===== src/rtl/core/lom_pkg.sv =====
package lom_pkg;

  localparam int unsigned PRICE_MAX = 1000000;

  typedef enum logic [2:0] {
    KIND_TRADE     = 3'd0,
    KIND_ADDED     = 3'd1,
    KIND_INVALID   = 3'd2,
    KIND_FULL_DUP  = 3'd3,
    KIND_CANCELLED = 3'd4,
    KIND_NOT_FOUND = 3'd5
  } kind_t;

  typedef struct packed {
    logic        cmd;
    logic [31:0] ord_ref;
    logic        is_buy;
    logic        is_market;
    logic [19:0] price;
    logic [30:0] quantity;
    logic [31:0] timestamp;
    logic [31:0] user_id;
  } req_t;

  typedef struct packed {
    logic [2:0]  kind;
    logic [31:0] fill_seq;
    logic [31:0] bid_ref;
    logic [31:0] ask_ref;
    logic [31:0] bid_user;
    logic [31:0] ask_user;
    logic [19:0] trade_price;
    logic [30:0] trade_qty;
    logic        last;
  } rsp_t;

  typedef struct packed {
    logic cmd_cancel;
    logic bad;
  } cls_t;

  typedef struct packed {
    req_t req;
    cls_t cls;
  } qent_t;

  localparam int QENT_W = $bits(qent_t);

endpackage


===== src/rtl/core/lom_front.sv =====
module lom_front (
  input  logic          start,
  output logic          busy,
  input  lom_pkg::req_t in_req,
  output logic          q_push,
  output lom_pkg::qent_t q_data,
  input  logic          q_full
);
  import lom_pkg::*;

  assign busy   = q_full;
  assign q_push = start && !q_full;

  always_comb begin
    q_data.req            = in_req;
    q_data.cls.cmd_cancel = in_req.cmd;
    q_data.cls.bad        = (in_req.quantity == '0) || (in_req.price == '0) ||
                            ({12'd0, in_req.price} > PRICE_MAX) ||
                            (in_req.ord_ref == '0);
  end

endmodule


===== config.mk =====
export PLATFORM = sky130hd
export DESIGN_NAME = lom_front
export DESIGN_NICKNAME = d
export VERILOG_FILES = /design/src/rtl/core/lom_pkg.sv /design/src/rtl/core/lom_front.sv
export SDC_FILE = /design/constraint.sdc
export NUM_CORES = 1
export LEC_CHECK = 0
export BUFFER_PORTS_ARGS = -buffer_cell sky130_fd_sc_hd__clkbuf_2
export CORE_AREA = 2 2 119 121
export DETAILED_ROUTE_END_ITERATION = 12
export DIE_AREA = 0 0 121 123
export SETUP_SLACK_MARGIN = 0.2
export SLEW_MARGIN = 20
export SYNTH_ARGS = -nofsm -noshare
export SYNTH_HDL_FRONTEND = slang
export SYNTH_SLANG_ARGS = --single-unit

===== constraint.sdc =====
create_clock -name vclk -period 4.6
set_clock_uncertainty 0.05 [all_clocks]
set_input_delay 0.46 -clock vclk [all_inputs]
set_output_delay 0.46 -clock vclk [all_outputs]
set_load 0.05 [all_outputs]

==> results by group, run 1 <==
STA
  – Min Tclk post-route: 2790 ps
  – Worst Tran Pin Value: around 410 ps
  – Unrepaired setup endpoints after global routing: no
  – Slew HR: 0.726
  – Final Hold Vio Count: 0
  – Final setup violation count: 0
  – Fmax: 359 MHz
  – Tcrit/Tclk final: 0.606
  – Final slew viol count: 0
  – TNS Setup: 0 ps

Die
  – Core area: between 10000 and 15000 sq um
  – Std-Cell Rows: 43
  – I/O pins: about 310
  – Die area: 14900 sq um
  – Die width: 121 um
  – Die Y: between 100 and 150 um
  – Initial Util: 0.102

Power and ir drop
  – VDD IR max: 0.0377 mV
  – Cell Pwr Density: between 150 and 200 nW/um^2
  – Post-route total power: approximately 0.00024 W
  – Leakage: roughly 0.77 nW

Drt
  – DR vias/cell: about 3.1
  – DRT Pass-1 Iters: 4
  – Final WL: roughly 5000 um
  – Iteration-0 DRC Markers: 5
  – DRC: 0
  – DR WL/cell: approximately 13 um
  – Post-DRT Antenna Nets: 0
  – Total number of vias: about 1200

Worst hold path
  – Worst min-delay path category: primary input to output pin

Synth
  – Top cells by area, synth: buf_4, nor4_1, nand4_1
  – Commonest cells in the netlist: buf_4, nor4_1, nand4_1
  – Synth Cell Area: around 1400 sq um
  – Avg Inst Size Synth: roughly 7.4 sq um
  – Seq/Total Area, Yosys: 0
  – Post-synth top area cell: buf_4
  – Gate Count Post-Synth: around 190
  – Synth warn: 0
  – Most instantiated library cell after synthesis: buf_4
  – Synth top area share: 0.819
  – Synth unique cells: 14
  – Post-Synthesis Net Count: ~340

Job
  – Max cap viols: 0

Place
  – Port buffer count: ~170
  – Post-DP HPWL: 4870 um
  – GP Congestion: ~0.65

Global routing
  – GRT Overall Usage: 0.0579
  – Pin count of the biggest net entering global routing: 5
  – Initial antenna violation count: 0
  – First-pass GRT wire length: between 6000 and 7000 um
  – Gr ovfl total: 0
  – Vias in the first global route: slightly above 1000

Clock tree
  – Cts repair resizes: 0
  – Hold Buf Count CTS: 0
  – Post-CTS Setup Repair Bufs: 0

Layout
  – Nets@finish: 362
  – Number of diodes: 0
  – Register cell area after layout: 0 sq um
  – Area Overhead vs Synth: -4.31%
  – Clk_buf instances: 0
  – Layout cells sized above 1: 0.832
  – FF+latch count: 0

Worst setup path
  – CP required: roughly 4100 ps
  – Delay-heaviest family, CP: simple AND/OR/NAND/NOR gates
  – Max stage delay on crit path: 550 ps
  – Max FO, Critical Path: 2
  – Crit-path slowest cell: or4_4
  – Worst Setup Start Kind: primary input
  – WP data arrival: 2280 ps
  – WP buf/inv: 2
  – Critical Path Sink Type: output pin
  – CP dominant cell by count: clkbuf_2
  – CP cell instances: clkbuf_2 -> or4_4 -> nor4_4 -> a221oi_1 -> or4_1 -> clkbuf_2
  – WS Path Type: primary input to output pin

Outcome
  – Status: complete, no violations
-- layer usage --
layer  track usage  vias to the layer above  part of all wire
met5             0                        -                 0
met4        0.0334                        0             0.055
met3        0.0258                       44              0.17
met2         0.111                      123              0.50
met1        0.0489                      507              0.28
li1              -                      524                 -
-- final timing paths --
| check | cells after the start | from | slack [ps] | to |
|---|---|---|---|---|
| max | 6 | in_req[105] | 1810 | q_data[0] |
| min | 0 | in_req[12] | 870 | q_data[14] |
-- where the power goes --
group          total (W)  leakage, nW  internal [W]  switching, W
Combinational   0.000237        0.765     0.0000543      0.000182
Sequential             0            0             0             0
Clock                  0            0             0             0
Total           0.000237        0.765     0.0000543      0.000182
-- stage by stage --
stage / hold WS [ps] / setup WS (ps) / cell area (sq um) / utilization / cells
floorplan: 1040 / 1960 / 1390 / - / 189
global placement: 870 / 1790 / 1330 / 0.0979 / 388
detailed placement: 870 / 1780 / 1330 / 0.0979 / 388
CTS: 870 / 1780 / 1330 / 0.0979 / 388
global route: 870 / 1740 / 1330 / 0.0979 / 388
finish: 870 / 1810 / 1330 / 0.0979 / 388
-- cell families after synthesis --
| logic type | count (synthesis) | synth area share |
|---|---|---|
| compound gates | 3 | 0.0180 |
| buf+inv | 153 | 0.822 |
| simple gates | 33 | 0.160 |
-- cell type report --
class                      count  area (sq um)
timing repair buffer         171           856
multi-input combinational     36           248
fill                        1588         12300
inverter                       1          3.75
tap                          180           225
-- cells in the final DEF, fill, tap and decap left out, drive strengths merged --
| master | instances |
|---|---|
| or4 | 4 |
| nand4 | 5 |
| nor2b | 1 |
| a221oi | 1 |
| o31a | 1 |
| and3 | 2 |
| nor4 | 17 |
| o31ai | 1 |
| nor3 | 2 |
| inv | 1 |
| nor2 | 2 |
| clkbuf | 171 |
No activity file was read; power rests on OpenSTA's default activity.
==> run 2: changes to the inputs <==
--- a/config.mk
+++ b/config.mk
@@ -6,9 +6,9 @@
 export NUM_CORES = 1
 export LEC_CHECK = 0
 export BUFFER_PORTS_ARGS = -buffer_cell sky130_fd_sc_hd__clkbuf_2
-export CORE_AREA = 2 2 119 121
+export CORE_AREA = 2 2 120 122
 export DETAILED_ROUTE_END_ITERATION = 12
-export DIE_AREA = 0 0 121 123
+export DIE_AREA = 0 0 122 124
 export SETUP_SLACK_MARGIN = 0.2
 export SLEW_MARGIN = 20
 export SYNTH_ARGS = -nofsm -noshare
==> constraint.sdc (replaced) <==
create_clock -name vclk -period 2.85
set_clock_uncertainty 0.05 [all_clocks]
set_input_delay 0.285 -clock vclk [all_inputs]
set_output_delay 0.285 -clock vclk [all_outputs]
set_load 0.05 [all_outputs]
==> run 2 against run 1 <==
Sequential share of layout area unchanged. Via count shrank 2.1%. Non-clock buffer count is the same. Die area increased by 1.6%. Worst hold slack got worse by 350 ps. Total power rose by 61%. Global-route usage decreased by 0.22 points. Combinational power is 61% higher.
==> results by group, run 2 (synthesized netlist as in run 1, its figures left out) <==
Global routing
  – GRT Overall Usage: 0.0557 (-0.00217)
  – First-pass GRT wire length: 6040 um (-1.5%)
  – Vias in the first global route: 996 (-2.8%)
  – Gr ovfl total: 0 (unchanged)
  – Initial antenna violation count: 0 (unchanged)
  – Pin count of the biggest net entering global routing: 5 (unchanged)

STA
  – Final setup violation count: 0 (unchanged)
  – Min Tclk post-route: 2480 ps
  – Final hold slack: 520 ps (-350 ps)
  – Unrepaired setup endpoints after global routing: no
  – Slew HR: 0.715 (-0.0116)
  – Tcrit/Tclk final: 0.870
  – Fmax: roughly 400 MHz
  – TNS Setup: 0 ps (unchanged)
  – Final slew viol count: 0 (unchanged)
  – Setup ws final: 370 ps (-1440 ps)
  – Worst Tran Pin Value: 424 ps (+17.2 ps)
  – Final Hold Vio Count: 0 (unchanged)

Place
  – GP Congestion: 0.679 (+4.0%)
  – Placed Cells: 388 (unchanged)
  – Post-DP HPWL: 4810 um (-1.3%)
  – Port buffer count: 171 (unchanged)
  – Pre-CTS WS: 355 ps (-1430 ps)

Drt
  – Iteration-0 DRC Markers: 37 (+32)
  – DRC: 0 (unchanged)
  – DR WL/cell: 12.9 um (-0.32%)
  – Total number of vias: 1173 (-2.1%)
  – DRT Pass-1 Iters: 4 (unchanged)
  – Final WL: 5020 um (-0.32%)
  – Post-DRT Antenna Nets: 0 (unchanged)
  – DR vias/cell: 3.02 (-2.1%)

Worst setup path
  – CP endpoint: q_data[0]
  – Worst Setup Start Kind: primary input
  – Critical Path Sink Type: output pin
  – WP data arrival: 2140 ps (-140 ps)
  – WS Path Type: primary input to output pin
  – Max stage delay on crit path: 560 ps (about the same)
  – Delay-heaviest family, CP: simple AND/OR/NAND/NOR gates
  – Max FO, Critical Path: 2 (unchanged)
  – Crit-path slowest cell: or4_4
  – CP cell instances: clkbuf_2 -> or4_4 -> o31ai_1 -> a221oi_1 -> or4_1 -> clkbuf_2
  – WP buf/inv: 2 (unchanged)
  – CP dominant cell by count: clkbuf_2
  – WP depth: 6 (unchanged)
  – CP required: 2520 ps (-1570 ps)
  – Critical Path Start: in_req[105]

Power and ir drop
  – Post-route total power: 0.000382 W (+61%)
  – VDD IR max: 0.0540 mV (+43%)
  – Cell Pwr Density: 287 nW/um^2 (+61%)
  – Leakage: 0.765 nW (unchanged)

Layout
  – Layout filler cell count: 1631 (+2.7%)
  – Multi-input gate area: 248 sq um (unchanged)
  – Most frequent cells in the layout: clkbuf_2, nor4_1, nand4_1
  – Nets@finish: 362 (unchanged)
  – Register cell area after layout: 0 sq um (unchanged)
  – Most common cell after layout, fill and taps aside: clkbuf_2
  – Area Overhead vs Synth: -4.31% (unchanged)
  – Number of diodes: 0 (unchanged)
  – Clk_buf instances: 0 (unchanged)
  – Layout cells sized above 1: 0.832 (unchanged)
  – FF+latch count: 0 (unchanged)
  – Non-Filler Instances: 388 (unchanged)

Die
  – Core area: 13700 sq um (+0.79%)
  – Die Y: 124 um (+0.81%)
  – Initial Util: 0.102 (-0.000802)
  – Die width: 122 um (+0.83%)
  – Std-Cell Rows: 43 (unchanged)
  – Die area: 15100 sq um (+1.6%)
  – I/O pins: 306 (unchanged)

Outcome
  – Status: complete, no violations

Job
  – Max cap viols: 0 (unchanged)

Clock tree
  – Post-CTS Setup Repair Bufs: 0 (unchanged)
  – Hold Buf Count CTS: 0 (unchanged)
  – Cts repair resizes: 0 (unchanged)

Worst hold path
  – Worst min-delay path category: primary input to output pin
## run 2: cell counts in the layout (fill, tap and decap cells not counted)
No cell type changed its count.
## run 2: routing by layer
metal,part of all wire,vias up,GRT usage,wire length [um]
met4,0.066,0,0.0402,330
met5,0,-,0,0
li1,-,526,-,-
met3,0.16,40,0.0183,816
met2,0.49,142,0.102,2440
met1,0.29,465,0.0524,1440
## run 2: metrics by stage
stage                     utilization  cell area, sq um
after floorplan                     -              1390
after detailed placement       0.0971              1330
after global routing           0.0971              1330
final                          0.0971              1330
after global placement         0.0971              1330
after CTS                      0.0971              1330
## run 2: area by class of cell
type	count	share of cell area
Timing Repair Buffer	171	0.642
Inverter	1	0.00282
Multi-Input combinational cell	36	0.186
Tap cell	180	0.169
## run 2: worst min path at each step
stage | start | to | slack, ps | depth (start not counted)
after global routing | in_req[8] | q_data[10] | 520 | 0
after global placement | in_req[115] | q_data[117] | 520 | 0
after detailed placement | in_req[115] | q_data[117] | 520 | 0
after CTS | in_req[115] | q_data[117] | 520 | 0
after floorplan | q_full | busy | 690 | 1
final | in_req[45] | q_data[47] | 520 | 0
## run 2: power by group
part,internal [W],total [W],switching [W]
Combinational,0.0000877,0.000382,0.000295
Clock,0,0,0
Sequential,0,0,0
