### src/rtl/core/lom_pkg.sv
package lom_pkg;

  localparam int unsigned PRICE_MAX = 1000000;

  typedef enum logic [2:0] {
    KIND_TRADE     = 3'd0,
    KIND_ADDED     = 3'd1,
    KIND_INVALID   = 3'd2,
    KIND_FULL_DUP  = 3'd3,
    KIND_CANCELLED = 3'd4,
    KIND_NOT_FOUND = 3'd5
  } kind_t;

  typedef struct packed {
    logic        cmd;
    logic [31:0] ord_ref;
    logic        is_buy;
    logic        is_market;
    logic [19:0] price;
    logic [30:0] quantity;
    logic [31:0] timestamp;
    logic [31:0] user_id;
  } req_t;

  typedef struct packed {
    logic [2:0]  kind;
    logic [31:0] fill_seq;
    logic [31:0] bid_ref;
    logic [31:0] ask_ref;
    logic [31:0] bid_user;
    logic [31:0] ask_user;
    logic [19:0] trade_price;
    logic [30:0] trade_qty;
    logic        last;
  } rsp_t;

  typedef struct packed {
    logic cmd_cancel;
    logic bad;
  } cls_t;

  typedef struct packed {
    req_t req;
    cls_t cls;
  } qent_t;

  localparam int QENT_W = $bits(qent_t);

endpackage

### src/rtl/core/lom_queue.sv
module lom_queue #(
  parameter int DEPTH = 2
) (
  input  logic            clk,
  input  logic            rst_n,
  input  logic            push,
  input  lom_pkg::qent_t  push_data,
  output logic            full,
  input  logic            pop,
  output logic            not_empty,
  output lom_pkg::qent_t  pop_data
);
  import lom_pkg::*;

  localparam int AW = (DEPTH > 1) ? $clog2(DEPTH) : 1;

  qent_t          mem_r [DEPTH];
  logic [AW-1:0]  wp_r, rp_r;
  logic [AW:0]    cnt_r;

  assign full      = (cnt_r == (AW+1)'(DEPTH));
  assign not_empty = (cnt_r != '0);
  assign pop_data  = mem_r[rp_r];

  always_ff @(posedge clk) begin
    if (push) begin
      mem_r[wp_r] <= push_data;
    end
  end

  always_ff @(posedge clk) begin
    if (!rst_n) begin
      wp_r  <= '0;
      rp_r  <= '0;
      cnt_r <= '0;
    end else begin
      if (push) begin
        wp_r <= (wp_r == AW'(DEPTH-1)) ? '0 : wp_r + 1'b1;
      end
      if (pop) begin
        rp_r <= (rp_r == AW'(DEPTH-1)) ? '0 : rp_r + 1'b1;
      end
      cnt_r <= cnt_r + (AW+1)'(push) - (AW+1)'(pop);
    end
  end

endmodule

### config.mk
export PLATFORM = sky130hd
export DESIGN_NAME = lom_queue
export DESIGN_NICKNAME = d
export VERILOG_FILES = /design/src/rtl/core/lom_pkg.sv /design/src/rtl/core/lom_queue.sv
export SDC_FILE = /design/constraint.sdc
export NUM_CORES = 1
export LEC_CHECK = 0
export BUFFER_PORTS_ARGS = -buffer_cell sky130_fd_sc_hd__buf_2
export CAP_MARGIN = 20
export CORE_MARGIN = 3
export CORE_UTILIZATION = 55
export DETAILED_ROUTE_END_ITERATION = 7
export GPL_TIMING_DRIVEN = 0
export MAX_ROUTING_LAYER = met4
export PLACE_DENSITY = 0.83
export SYNTH_ARGS = -nofsm -noshare
export SYNTH_HDL_FRONTEND = slang
export SYNTH_SLANG_ARGS = --single-unit
### constraint.sdc
create_clock -name clk -period 15.28 [get_ports clk]
set_input_delay 2.292 -clock clk [delete_from_list [all_inputs] [get_ports clk]]
set_output_delay 2.292 -clock clk [all_outputs]
set_load 0.01 [all_outputs]
==> metrics, run 1 <==
grt ovf=0; die footprint=22700 sq um; Synth cell types=14; pre-CTS worst setup slack=11.40 ns; total global-route track usage=20.3%; vias in the first global route=6263; via count=5841; crit end category=output port; CTS clk-pin slew, worst paths=0.06 ns; first-pass GRT wire length=33.8 mm; H-tree Lvls=1; Skew-Pair Late Insertion Delay=0.55 ns; Initial Util=56.4%; Final Util=71.1%; clock network power share=36.7%; # fillers=1271; detailed router's first-iteration violation count=240; combinational share of power=11.5%; Worst Max-Slew Pin Slew=0.581 ns; synth-to-layout area growth=26.2%; sequential share of the synthesized area=80.1%; R2R depth=4; root buffer cell=clkbuf_16; syn_nets=652; outcome=finished clean; largest area contributor in the netlist=edfxtp_1; FF-to-FF setup slack=13.51 ns; crit-path cells=buf_6 > buf_6 > buf_6 > mux2_4 > buf_2; final hold vios=0; largest net degree at the start of global routing=59; synthesized flop and latch total=309; reg2reg end=mem_r[0][126]; Slew Viols, Final=0; Pwr Density=132 nW/um^2; Cell Int Power=1.50 mW; Routed WL per cell=20.1 um; share of cells above drive strength 1=61.5%; cts repair resizes=0; Die W=151 um; number of setup violations in the final report=0; Most common cell on crit path=buf_6; Synth top area share=79.3%; Detail Placement HPWL=15.9 mm; R2R Path Start=wp_r; Synthesis Warnings=0; mapped cell area=11500 sq um; hold path startpoint=rp_r; WP data arrival=1.91 ns; Worst Path Required=12.99 ns; syn avg cell area=23.3 sq um; CP max-delay cell=mux2_4; setup repair bufs after CTS=0; Clock Path Buffers=3; slowest stage delay, CP=0.34 ns; Hold Path Stages=2; fin nets=1001; VDD IR max=0.126 mV; Max Fclk=0.238 GHz; unrepaired setup endpoints after global routing=no; Setup CP Type=flip-flop to output port; max-cap viol count=0; Port Buf Inserts=309; TritonCTS buffer count=31; Area contributors post-synth=edfxtp_1 (79%), mux2_4 (10%), mux2_2 (7.0%); Leak=5.69 nW; Syn Inst Count=494; Top delay family on crit path=buffers and inverters; Rel. slew slack=61.3%; worst min-delay path category=flip-flop to flip-flop; post-route ant nets=0; CTS Hold Bufs=0; worst setup margin=11.08 ns; core area=20400 sq um; Die Span Y=151 um; Total Routed Length=22.9 mm; DR DRC count=0; Reg power frac=51.8%; Hold Path End=rp_r; switching part of the total=21.9%; minimum clock period=4.20 ns; CTS sink count=309; IO Count=310; router iterations before antenna repair=4; Buf+Inv Stages, Crit Path=4; switching power=420 uW; Max Clock Skew=0.0178 ns; global placement routability congestion=0.724; number of vias per cell=5.11; final setup TNS=0 ns; Row Count=52; Worst Setup Start Kind=flip-flop; initial antenna violation count=5; Worst Path Max Fanout=10; CTS tree=done; Final Cycle Share=27.5%
==> metal layers <==
layer  track usage [%]  vias up  wire length [um]
li1                  -     2676                 -
met1              21.6     2852              7800
met2              34.9      257             11900
met3              7.98       56              2620
met4              6.39        0               672
met5                 -        -                 0
==> through the flow <==
step,area (sq um),hold slack (ns),cells,total power [mW]
global placement,13400,0.569,1073,1.23
global route,14500,0.623,1142,1.98
detailed placement,13600,0.577,1080,1.23
CTS,14500,0.590,1137,1.94
floorplan,11500,0.555,494,1.14
finish,14500,0.588,1142,1.92
==> kinds of logic (layout without fill, tap and decap cells) <==
kind of cell / Yosys count / after routing / share of synthesized area, %
AOI/OAI and AO/OA: 1 / 1 / 0.0652
xor gates and xnor gates: 2 / 2 / 0.272
muxes: 152 / 152 / 17.5
other: 0 / 5 / 0
DFF: 309 / 309 / 80.1
and+or+nand+nor: 9 / 9 / 0.489
adders and majority gates: 2 / 2 / 0.217
buffers and inverters: 19 / 392 / 1.35
==> cell usage after synthesis <==
master / n
mux2_4: 80
buf_2: 7
inv_1: 2
ha_1: 2
xor2_1: 1
and2_1: 4
mux2_2: 72
edfxtp_1: 304
o21a_1: 1
xnor3_1: 1
nor2b_1: 4
buf_6: 10
dfxtp_1: 5
or2_2: 1
==> worst register-to-register path, cell delays in order (launching register included) <==
cell	delay, ns
dfxtp_1	0.34
nor2b_4	0.35
buf_12	0.26
buf_12	0.24
buf_12	0.24
==> power by group through the flow <==
| stage | logic, mW | registers, mW | clock network [mW] |
|---|---|---|---|
| 5_1_grt | 0.238 | 0.995 | 0.750 |
| 3_3_place_gp | 0.212 | 1.02 | 0 |
| 2_1_floorplan | 0.128 | 1.01 | 0 |
| 4_1_cts | 0.225 | 0.992 | 0.718 |
| 3_5_place_dp | 0.223 | 1.01 | 0 |
| 6_report | 0.221 | 0.992 | 0.702 |
==> sequential cells by signal, summed over array words and instances, names as in the netlist, named ones only <==
name and cells:
cnt_r 2, mem_r 304, wp_r 1, rp_r 1
==> final cells by class <==
| class | instances | area (sq um) | area share [%] |
|---|---|---|---|
| diodes | 5 | 12.5 | 0.0861 |
| well taps | 270 | 338 | 2.32 |
| repair buffers | 316 | 1700 | 11.7 |
| clock buffers | 34 | 787 | 5.42 |
| plain buffers | 17 | 148 | 1.02 |
| inverters | 2 | 7.51 | 0.0517 |
| flip-flops and latches | 309 | 9230 | 63.5 |
| multi-input cells | 166 | 2140 | 14.7 |
| clock inverters | 23 | 168 | 1.15 |
==> how the worst max path moves through the flow <==
stage | startpoint | cells past startpoint | endpoint
after floorplan | push | 1 | mem_r[0][0]
after global placement | push | 3 | wp_r
after detailed placement | push | 5 | mem_r[0][129]
after CTS | flip-flop | 5 | pop_data[117]
after global routing | flip-flop | 5 | pop_data[117]
final | flip-flop | 5 | pop_data[117]
==> layout by cell type, fill, tap and decap left out, drive strengths merged, types with 2 or more instances in the layout <==
cell type,Yosys,final
and2,4,4
buf,17,333
bufinv,0,2
clkbuf,0,34
clkinv,0,19
dfxtp,5,5
diode,0,5
edfxtp,304,304
ha,2,2
inv,2,3
mux2,152,152
nor2b,4,4
(Power assumes the default switching activity.)
==> inputs of run 2 (changes only) <==
Settings changed: CORE_UTILIZATION 55 to 52, PLACE_DENSITY 0.83 to 0.79.
Clock period 15.28 ns to 4.2 ns, I/O delays scaled along.
==> metrics, run 2 (synthesis results as in run 1) <==
outcome=finished clean; setup repair bufs after CTS=0; max reg flops=304; detailed router's first-iteration violation count=228; Worst Max-Slew Pin Slew=0.743 ns; TritonCTS buffer count=30; largest net degree at the start of global routing=67; router iterations before antenna repair=4; unrepaired setup endpoints after global routing=no; Slew Viols, Final=0; H-tree Lvls=1; Worst Path Max Fanout=10; vias in the first global route=6035; placed instance area=13600 sq um; final hold vios=0; # fillers=1433; Die Span Y=155 um; IO Count=310; Top Registers=mem_r: 304 flops, cnt_r: 2 flops; crit end category=output port; DR DRC count=0; worst setup margin=1.69 ns; cts repair resizes=0; global placement routability congestion=0.747; Worst Setup Start Kind=flip-flop; Total Routed Length=22.0 mm; crit-path cells=buf_6 > buf_6 > buf_6 > mux2_4 > buf_2; Routed WL per cell=19.3 um; Final Cycle Share=59.8%; post-route ant nets=0; Skew-Pair Late Insertion Delay=0.55 ns; CTS sink count=309; Detail Placement HPWL=15.4 mm; Clock Path Buffers=3; die footprint=24000 sq um; Leak=5.63 nW; synth-to-layout area growth=25.3%; initial antenna violation count=3; Pwr Density=465 nW/um^2; Worst Path Required=3.57 ns; Max Clock Skew=0.0213 ns; CTS Hold Bufs=0; number of vias per cell=5.07; fin nets=1000; CP max-delay cell=dfxtp_1; Setup CP Type=flip-flop to output port; max-cap viol count=0; share of cells above drive strength 1=60.7%; minimum clock period=2.51 ns; commonest non-fill, non-tap cells in the layout=buf_2 (316), edfxtp_1 (304), mux2_4 (80); Reg with most FFs=mem_r; Overall Power=6.71 mW; CTS tree=done; core area=21400 sq um; total global-route track usage=18.2%; Rel. slew slack=50.3%; CTS clk-pin slew, worst paths=0.06 ns; Most common cell on crit path=buf_6; pre-CTS worst setup slack=1.96 ns; grt ovf=0; VDD IR max=0.387 mV; number of setup violations in the final report=0; commonest non-fill, non-tap cell in the layout=buf_2; first-pass GRT wire length=32.9 mm; final setup TNS=0 ns; via count=5760; Port Buf Inserts=309; Die W=155 um; worst min-delay path category=primary input to flip-flop; WP data arrival=1.88 ns; slowest stage delay, CP=0.33 ns; fin area=14400 sq um; Row Count=53; Max Fclk=0.398 GHz; root buffer cell=clkbuf_16; Initial Util=53.8%; Final Util=67.4%
==> run 2: cell count changes in the layout (fill, tap and decap cells not counted) <==
cell | before | now
diode_2 | 5 | 4
clkinv_8 | 0 | 1
bufinv_16 | 2 | 0
clkbuf_1 | 3 | 6
clkinv_4 | 2 | 0
buf_16 | 2 | 4
clkinv_2 | 8 | 2
clkinvlp_4 | 1 | 0
buf_12 | 5 | 3
clkbuf_16 | 31 | 30
inv_6 | 1 | 0
==> run 2: per-stage QoR <==
stage | cells | hold WS, ns
2_1_floorplan | 494 | 0.555
3_3_place_gp | 1078 | 0.565
3_5_place_dp | 1085 | 0.577
4_1_cts | 1133 | 0.239
5_1_grt | 1136 | 0.252
6_report | 1137 | 0.266
==> run 2: cell type report <==
type / instances / area (sq um) / share of cell area (%)
Multi-Input combinational cell: 166 / 2140 / 14.8
Clock inverter: 12 / 60.1 / 0.416
Tap cell: 275 / 344 / 2.38
Inverter: 2 / 7.51 / 0.0520
Clock buffer: 36 / 773 / 5.36
Buffer: 17 / 148 / 1.02
Sequential cell: 309 / 9230 / 64.0
Timing Repair Buffer: 316 / 1720 / 11.9
Antenna cell: 4 / 10.0 / 0.0694
==> run 2: final timing paths <==
| check | endpoint | cells past startpoint | slack [ns] | start |
|---|---|---|---|---|
| setup / recovery | pop_data[97] | 5 | 1.69 | flip-flop |
| hold reg to reg | flip-flop | 2 | 0.60 | rp_r |
| setup reg to reg | mem_r[0][134] | 3 | 2.41 | wp_r |
| hold / removal | mem_r[1][40] | 1 | 0.27 | push_data[40] |
==> run 2: power breakdown <==
part	total [mW]	internal, mW	leakage [nW]	switching (mW)
registers	3.61	3.57	2.89	0.0378
logic	0.801	0.409	2.33	0.392
clock network	2.30	1.29	0.406	1.01
total	6.71	5.26	5.63	1.44
==> run 2: worst max-delay path, delay by kind of cell (launching register included) <==
family,cells,cell delay [ns]
buffers and inverters,4,0.70
muxes,1,0.31
DFF,1,0.33
==> run 2: per-layer routing <==
layer	routed length, um	global-route usage (%)	share of wire [%]
met5	0	-	0
met4	628	5.21	2.9
met3	2150	6.44	9.8
met2	11200	31.0	51
met1	8040	20.5	37
==> inputs of run 3 (changes only) <==
Clock period 4.2 ns to 2.4 ns, I/O delays scaled along.
==> metrics, run 3 (synthesis results as in run 1) <==
Overall Power=12.0 mW; multi-input logic area=2140 sq um; Slew Viols, Final=0; commonest non-fill, non-tap cell in the layout=buf_2; core area=21400 sq um; Total Routed Length=24.8 mm; TritonCTS buffer count=30; outcome=finished clean; IO Count=310; detailed router's first-iteration violation count=402; Die W=155 um; Row Count=53; final hold vios=0; total global-route track usage=21.0%; crit end category=output port; VDD IR max=0.877 mV; die footprint=24000 sq um; Final Cycle Share=94.2%; commonest non-fill, non-tap cells in the layout=buf_2 (316), edfxtp_1 (304), dlygate4sd3_1 (91); via count=6302; vias in the first global route=6874; Rel. slew slack=57.5%; fin nets=1091; synth-to-layout area growth=33.3%; Max Fclk=0.443 GHz; worst min-delay path category=primary input to flip-flop; Worst Path Max Fanout=10; Clock Path Buffers=3; Post-Layout Cell Count=1232; largest net degree at the start of global routing=61; Pwr Density=781 nW/um^2; H-tree Lvls=1; global placement routability congestion=0.751; DR DRC count=0; Detail Placement HPWL=15.5 mm; number of setup violations in the final report=0; Worst Setup Start Kind=flip-flop; R2R Path Start=wp_r; # fillers=1294; CTS sink count=309; Reg area=9230 sq um; CP max-delay cell=dfxtp_1; Routed WL per cell=20.1 um; Worst Path Required=2.04 ns; number of vias per cell=5.12; Setup CP Type=flip-flop to output port; Max Clock Skew=0.00664 ns; initial antenna violation count=3; router iterations before antenna repair=4; Port Buf Inserts=309; slowest stage delay, CP=0.32 ns; crit-path cells=buf_6 > buf_6 > buf_6 > mux2_4 > buf_2; minimum clock period=2.26 ns; max-cap viol count=0; Worst Max-Slew Pin Slew=0.638 ns; Reg with most FFs=mem_r; pre-CTS worst setup slack=0.298 ns; WP data arrival=1.90 ns; root buffer cell=clkbuf_16; Initial Util=53.8%; Final Util=71.7%; share of cells above drive strength 1=54.9%; dpl cells=1085; max reg flops=304; Most common cell on crit path=buf_6; grt ovf=0; Top Registers=mem_r: 304 flops, cnt_r: 2 flops; Die Span Y=155 um; worst setup margin=0.140 ns; Leak=6.02 nW; unrepaired setup endpoints after global routing=no; setup repair bufs after CTS=0; post-route ant nets=0; CTS clk-pin slew, worst paths=0.06 ns; Skew-Pair Late Insertion Delay=0.53 ns; CTS tree=done; hold path startpoint=push_data[44]; first-pass GRT wire length=37.8 mm
==> run 3: path summary, 6_finish.rpt <==
check / slack [ns] / to / cells past startpoint
worst max register to register: 0.50 / mem_r[0][82] / 4
worst min register to register: 0.59 / flip-flop / 2
worst min-delay path: 0.02 / mem_r[0][44] / 1
worst max-delay path: 0.14 / pop_data[72] / 5
==> run 3: layer usage <==
| layer | GRT usage [%] | up-vias | share of wire (%) | wire length, um |
|---|---|---|---|---|
| met4 | 7.28 | 0 | 3.8 | 949 |
| met5 | - | - | 0 | 0 |
| met3 | 5.62 | 62 | 9.1 | 2250 |
| li1 | - | 2851 | - | - |
| met1 | 24.3 | 3079 | 36 | 8890 |
| met2 | 35.6 | 310 | 51 | 12700 |
==> run 3: timing repair <==
| item | in CTS | in global routing |
|---|---|---|
| endpoints found under the hold margin | 173 | 2 |
| hold buffers | 90 | 1 |
| gates resized for setup | 0 | 0 |
==> run 3: through the flow <==
stage	hold WS [ns]	area [sq um]	setup TNS, ns
finish	0.0151	15400	0
global route	0.00197	15400	0
CTS	0.000103	15300	0
detailed placement	0.551	13600	0
global placement	0.547	13400	-514.42
floorplan	0.459	11500	-151.52
==> run 3: final cells by class <==
| class | instances | area share, % |
|---|---|---|
| flip-flops and latches | 309 | 60.1 |
| repair buffers | 407 | 17.0 |
| multi-input cells | 166 | 14.0 |
| plain buffers | 17 | 0.962 |
| inverters | 2 | 0.0489 |
| clock buffers | 38 | 5.22 |
| diodes | 3 | 0.0489 |
| clock inverters | 15 | 0.407 |
| well taps | 275 | 2.24 |
==> run 3: power by group <==
group | switching, mW | internal, mW
combinational | 0.739 | 0.810
clock | 1.80 | 2.33
sequential | 0.0732 | 6.24
==> run 3: worst max-delay path, delay by kind of cell, from the launching register on <==
kind,cells,cell delay [ns]
flops,1,0.32
buf+inv,4,0.71
mux,1,0.32
